--- src/rtl/swp_pkg.sv ---
// Shared types and constants for the strided window pooling block.
`default_nettype none

package swp_pkg;

  // Configuration register indexes
  localparam logic [2:0] CFG_POOL_MODE   = 3'd0;
  localparam logic [2:0] CFG_WIN_ROWS    = 3'd1;
  localparam logic [2:0] CFG_WIN_COLS    = 3'd2;
  localparam logic [2:0] CFG_STRIDE_ROWS = 3'd3;
  localparam logic [2:0] CFG_STRIDE_COLS = 3'd4;
  localparam logic [2:0] CFG_IN_ROWS     = 3'd5;
  localparam logic [2:0] CFG_IN_COLS     = 3'd6;

  localparam int CFG_IDX_W  = 3;
  localparam int CFG_DATA_W = 9;
  localparam int WIN_REG_W  = 4;
  localparam int SIZE_REG_W = 9;

  // Pooling modes
  localparam logic MODE_MAX = 1'b0;
  localparam logic MODE_AVG = 1'b1;

  typedef enum logic [2:0] {
    ST_IDLE,
    ST_SCAN,
    ST_UPDATE,
    ST_DIVIDE,
    ST_EMIT
  } swp_state_t;

  // Controller to datapath commands
  typedef struct packed {
    logic take_px;
    logic iter_init;
    logic row_step;
    logic col_step;
    logic mem_rd;
    logic mem_wr;
    logic div_start;
    logic out_load;
    logic pos_adv;
  } swp_cmd_t;

  // Datapath to controller status
  typedef struct packed {
    logic row_done;
    logic col_done;
    logic pair_ok;
    logic emit;
    logic avg_mode;
    logic div_busy;
    logic out_free;
  } swp_sts_t;

endpackage

`default_nettype wire

--- src/rtl/swp_ctrl.sv ---
// Pooling controller: sequences window updates, division and result beats per pixel.
`default_nettype none

module swp_ctrl (
  input  wire               clk,
  input  wire               rst_n,
  input  wire               in_valid,
  output logic              in_stall,
  input  swp_pkg::swp_sts_t sts,
  output swp_pkg::swp_cmd_t cmd
);

  swp_pkg::swp_state_t state_r, state_nxt;

  always_ff @(posedge clk) begin
    if (!rst_n) begin
      state_r <= swp_pkg::ST_IDLE;
    end else begin
      state_r <= state_nxt;
    end
  end

  // next state
  always_comb begin
    state_nxt = state_r;
    unique case (state_r)
      swp_pkg::ST_IDLE: begin
        if (in_valid) state_nxt = swp_pkg::ST_SCAN;
      end
      swp_pkg::ST_SCAN: begin
        priority if (sts.col_done) state_nxt = swp_pkg::ST_IDLE;
        else if (sts.row_done)     state_nxt = swp_pkg::ST_SCAN;
        else if (sts.pair_ok)      state_nxt = swp_pkg::ST_UPDATE;
        else                       state_nxt = swp_pkg::ST_SCAN;
      end
      swp_pkg::ST_UPDATE: begin
        priority if (!sts.emit)  state_nxt = swp_pkg::ST_SCAN;
        else if (sts.avg_mode)   state_nxt = swp_pkg::ST_DIVIDE;
        else                     state_nxt = swp_pkg::ST_EMIT;
      end
      swp_pkg::ST_DIVIDE: begin
        if (!sts.div_busy) state_nxt = swp_pkg::ST_EMIT;
      end
      swp_pkg::ST_EMIT: begin
        if (sts.out_free) state_nxt = swp_pkg::ST_SCAN;
      end
      default: state_nxt = swp_pkg::ST_IDLE;
    endcase
  end

  // commands
  always_comb begin
    cmd = '0;
    unique case (state_r)
      swp_pkg::ST_IDLE: begin
        cmd.take_px   = in_valid;
        cmd.iter_init = in_valid;
      end
      swp_pkg::ST_SCAN: begin
        priority if (sts.col_done) cmd.pos_adv  = 1'b1;
        else if (sts.row_done)     cmd.col_step = 1'b1;
        else if (sts.pair_ok)      cmd.mem_rd   = 1'b1;
        else                       cmd.row_step = 1'b1;
      end
      swp_pkg::ST_UPDATE: begin
        cmd.mem_wr    = 1'b1;
        cmd.div_start = sts.emit && sts.avg_mode;
        cmd.row_step  = !sts.emit;
      end
      swp_pkg::ST_DIVIDE: begin
        cmd = '0;
      end
      swp_pkg::ST_EMIT: begin
        cmd.out_load = sts.out_free;
        cmd.row_step = sts.out_free;
      end
      default: cmd = '0;
    endcase
  end

  assign in_stall = state_r != swp_pkg::ST_IDLE;

  // write back only the entry just read
  a_wr_after_rd: assert property (@(posedge clk) disable iff (!rst_n)
    cmd.mem_wr |-> $past(cmd.mem_rd))
    else $error("accumulator write without preceding read");

  a_load_free: assert property (@(posedge clk) disable iff (!rst_n)
    cmd.out_load |-> sts.out_free)
    else $error("result loaded over an unaccepted beat");

  a_div_runs: assert property (@(posedge clk) disable iff (!rst_n)
    cmd.div_start |=> sts.div_busy)
    else $error("divider did not start");

  a_accept_scan: assert property (@(posedge clk) disable iff (!rst_n)
    (in_valid && !in_stall) |=> (state_r == swp_pkg::ST_SCAN))
    else $error("accepted pixel not scanned");

  a_update_seq: assert property (@(posedge clk) disable iff (!rst_n)
    (state_r == swp_pkg::ST_UPDATE) |-> ($past(state_r) == swp_pkg::ST_SCAN))
    else $error("update entered out of sequence");

endmodule

`default_nettype wire

--- config.mk ---
export PLATFORM = sky130hd
export DESIGN_NAME = swp_ctrl
export DESIGN_NICKNAME = d
export VERILOG_FILES = /design/src/rtl/swp_pkg.sv /design/src/rtl/swp_ctrl.sv
export SDC_FILE = /design/constraint.sdc
export NUM_CORES = 1
export LEC_CHECK = 0
export ABC_AREA = 1
export ABC_CLOCK_PERIOD_IN_PS = 1300
export BUFFER_PORTS_ARGS = -buffer_cell sky130_fd_sc_hd__buf_4
export CAP_MARGIN = 15
export CORE_AREA = 5 5 42 44
export DETAILED_ROUTE_END_ITERATION = 6
export DIE_AREA = 0 0 47 49
export GPL_ROUTABILITY_DRIVEN = 0
export PLACE_DENSITY = 0.44
export SYNTH_ARGS = -nofsm -noshare
export SYNTH_HDL_FRONTEND = slang
export SYNTH_SLANG_ARGS = --single-unit
--- constraint.sdc ---
create_clock -name clk -period 1.3 [get_ports clk]
set_input_delay 0.13 -clock clk [delete_from_list [all_inputs] [get_ports clk]]
set_output_delay 0.13 -clock clk [all_outputs]
set_load 0.01 [all_outputs]
# Yosys cells after proc, flatten, opt, wreduce, memory -nomap -nowiden
# Cells that the tools add are included.
# Widths: inputs -> output; s select.
[op_classes]
n_eq_ne = 7
bitwise = 0
addsub = 0
mul = 0
div = 0
reduce_logical = 5
shift = 0
n_lt_le_gt_ge = 0
mux = 22
[op_table]
columns = ["op", "count"]
rows = [
  ["$mux 3", 6],
  ["$pmux 3 s5", 1],
  ["$mux 2", 6],
  ["$mux 1", 8],
  ["$eq 3x2->1 const B", 2],
  ["$ne 2x2->1 const B", 3],
  ["$eq 3x1->1 const B", 1],
  ["$eq 3x3->1 const B", 1],
  ["$logic_not 3->1", 1],
  ["$pmux 1 s3", 1],
  ["$reduce_and 3->1", 1],
  ["$reduce_bool 3->1", 1],
  ["$logic_and 1x1->1", 1],
  ["$logic_not 1->1", 1],
]
[word_totals]
mem_bits_ro = 0
inputBits = 10
wordCells = 35
latchBits = 0
reg_bits = 3
ram_bits = 0
mem_count = 0

# Logic depth before layout (Yosys ltp)
[depth]
word_depth = 4
mapped_depth = 7
mapped_depth_nobuf = 7

# Worst setup path before layout
# Ideal clock, no wire load.
[synth_path]
path_type = "reg-to-output"
from = "register state_r[0]"
to = "output cmd[8] in the netlist's numbering"
path_slack_ns = 0.168
arrival_time_ns = 1.002
path_stages_with_launch = 5
path_cell_list = "dfxtp_1 nor2_2 nand2_1 nor2_1 buf_4"
[synth_lines]
columns = ["item", "line", "source"]
rows = [
  ["start: declaration", "swp_ctrl.sv:13", "swp_pkg::swp_state_t state_r, state_nxt;"],
  ["start signal: assignment", "swp_ctrl.sv:17", "state_r <= swp_pkg::ST_IDLE;"],
  ["start signal: assignment", "swp_ctrl.sv:19", "state_r <= state_nxt;"],
  ["end: declaration", "swp_ctrl.sv:10", "output swp_pkg::swp_cmd_t cmd"],
]

==> impl_metrics.ini <==
[floorplan]
dieWidth_um = 47
starting_utilization_of_the_core_area_pct = 20.7
dieArea_mm2 = 0.00230
die_h_um = 49
num_rows = 14
fp.coreArea_mm2 = 0.00140
io-pin-count = 20

[final_layout]
layout.cell_area.non_filler_um2 = 546
layout.nets = 89
layout.core_utilization_pct = 38.9
layout_top_registers = state_r (3)
antennaDiodeCount = 0
largest_register_ff_count = 3
drive_above_1_share_pct = 47.4
final_common_cell = buf_4
final_cell_mix = 20 x buf_4, 13 x inv_1, 10 x nand2_1, 6 x nand3_1, 5 x nor2_1
regMostFlops = state_r
synthToLayoutAreaGrowth_pct = 87.9

[critical_path]
worstSetupStartpoint = state_r[1]$_SDFFE_PN0P_
critical_path.max_stage_delay_ns = 0.38
rr_startpoint = state_r[2]$_SDFFE_PN0P_
worst_path_max_delay_cell = dfxtp_4
data_required_time_of_the_worst_path_ns = 1.17
worstSetupEndpointType = primary output
critPathKind = register to primary output
crit_chain = inv_4 -> nand3_4 -> nor2_4 -> a31oi_2 -> o21ai_1 -> buf_4
r2r-end = state_r[0]$_SDFFE_PN0P_
crit_end = cmd[6]
reg2reg_setup_slack_ns = 0.29
worst-path-max-fanout = 4
worst-r2r-cell-count = 6
cp_data_arrival_time_ns = 1.17
type_of_element_launching_the_critical_path = register

[routing]
detailroute.wirelength.met3_um = 60
met2_wirelength_um = 414
topRoutingLayerUsed = met3
drtPass1Iterations = 3
wl_met1_um = 359
drtIter0Drc = 1
routed-via-count = 377
drc_errors = 0
viasPerCell = 4.01
finalWirelength_um = 834
drt.antenna.violating_nets = 0
wire_per_inst_um = 8.87

[power]
total_switching_power_uw = 151
combPwrFrac_pct = 38.0
p_leak_nw = 0.308
sw_frac_of_total_pct = 33.4
power_report.internal_total_uw = 301
clkPwrFrac_pct = 35.1
sequential_fraction_of_design_power_pct = 26.9
vdd_drop_max_v = 0.000441
power_density_mw_per_mm2 = 829

[global_route]
pin_count_of_the_biggest_net_entering_global_routing = 7
residual_overflow_from_global_routing = 0
antenna_found_initial = 0
grt_first_pass_wirelength_mm = 1.48
aggregate_global_route_resource_usage_pct = 8.57
grt_pass1_vias = 362

[yosys]
syn_nets = 65
dominant_cells_by_area_after_synthesis = dfxtp_1 21%, inv_1 18%, nand2_1 14%, nand3_1 12%, nor2_1 10%
netlist_instances = 55
ys_seq_elements = 3
syn-cell-area_um2 = 290
yosysTopAreaCellShare_pct = 20.7
post_synthesis_cell_type_with_the_largest_combined_area = dfxtp_1
avgSynthCellArea_um2 = 5.28
synth_sequential_area_ratio_pct = 20.7
synth_cell_type_count = 14
yosys_warnings = 0

[clock_tree]
cts.path.max_buffers = 2
clk_transition_reported_paths_ns = 0.04
clock_latency_ns = 0.23
cts-htree-levels = 1
tritoncts = done
tritoncts.num_buffers = 3
hold_fix_buffers_cts = 0
cts-root-buf = clkbuf_4
cts.sinks = 3

[sta]
slew_limit_fails = 0
setup_viol_count_final = 1
layout_min_cycle_time_ns = 1.30
setup_skew_ns = 0.00320
final.setup.worst_slack_ns = -0.00236
hold_viol = 0
rel_slew_slack_pct = 87.8
fmax_ghz = 0.768
setup_repair_after_global_routing_missed_its_margin = true
share_of_the_clock_period_used_by_the_worst_path_after_layout_pct = 100
timing_worst_slew_pin_value_ns = 0.183

[placement]
dp_hpwl_um = 697
buffer_ports.inserted = 19
dpl-instance-area_um2 = 445

[hold_path]
worst_hold_path_type = input port to register
worst_hold_startpoint = rst_n

[outcome]
outcome = complete, but fails checks
violations = negative setup slack

[run]
drv.max_cap_violation_count = 0
## cells by family (layout without fill, tap and decap cells)
kind of cell	count (synthesis)	in the layout	synth area share (%)
AO/OA/AOI/OAI	5	5	9.05
buffers and inverters	16	39	22.0
flip-flops	3	3	20.7
AND/OR/NAND/NOR	31	31	48.3
## worst min path at each step
stage / end / cells past startpoint
after floorplan: state_r[1]$_SDFFE_PN0P_ / 2
after global placement: state_r[1]$_SDFFE_PN0P_ / 3
after detailed placement: state_r[1]$_SDFFE_PN0P_ / 3
after CTS: state_r[1]$_SDFFE_PN0P_ / 3
after global routing: state_r[1]$_SDFFE_PN0P_ / 3
final: state_r[1]$_SDFFE_PN0P_ / 3
## per-stage QoR
stage / hold slack, ns / setup slack, ns / TNS (ns) / cells / total power [mW]
finish: 0.101 / -0.00236 / -0.00236 / 94 / 0.452
global placement: 0.339 / 0.0936 / 0 / 89 / 0.266
global route: 0.104 / -0.109 / -0.257 / 94 / 0.501
CTS: 0.0953 / -0.0373 / -0.0740 / 94 / 0.441
floorplan: 0.228 / 0.168 / 0 / 55 / 0.197
detailed placement: 0.336 / 0.0993 / 0 / 89 / 0.264
## area by class of cell
class | instances | area [um2]
Tap cell | 16 | 20.0
Timing Repair Buffer | 20 | 150
Sequential cell | 3 | 71.3
Multi-Input combinational cell | 36 | 216
Fill cell | 171 | 856
Clock buffer | 4 | 26.3
Inverter | 15 | 61.3
## per-layer routing
layer	vias up	global-route usage, %
li1	212	-
met1	155	11.4
met2	10	12.2
met3	0	2.58
met4	0	4.15
met5	-	0
## cells in the mapped netlist
cell and instances:
dfxtp_1 3, a31oi_1 1, o21ai_1 1, nand2_1 11, buf_4 1, nor2_1 8
nor2_2 2, a21oi_1 3, nor3_2 1, nand4_1 1, inv_1 14, inv_2 1
nor3_1 1, nand3_1 7
## critical path: cells and delay by family (launching register included)
| family | cells | cell delay [ns] |
|---|---|---|
| and+or+nand+nor | 2 | 0.13 |
| DFF | 1 | 0.38 |
| buffers and inverters | 2 | 0.19 |
| AOI/OAI and AO/OA | 2 | 0.25 |
## power by group through the flow
| stage | logic [mW] | registers, mW | clock network (mW) |
|---|---|---|---|
| after floorplan | 0.0855 | 0.112 | 0 |
| after global placement | 0.151 | 0.114 | 0 |
| after detailed placement | 0.150 | 0.114 | 0 |
| after CTS | 0.157 | 0.118 | 0.166 |
| after global routing | 0.193 | 0.124 | 0.184 |
| final | 0.172 | 0.122 | 0.159 |
## repair_timing
item | 4_1_cts | 5_1_grt
setup endpoints to repair | 4 | 5
pin swaps | 2 | 4
resized for setup | 8 | 12
setup buffers | 1 | 0
Power figures use the tool's default switching activity.
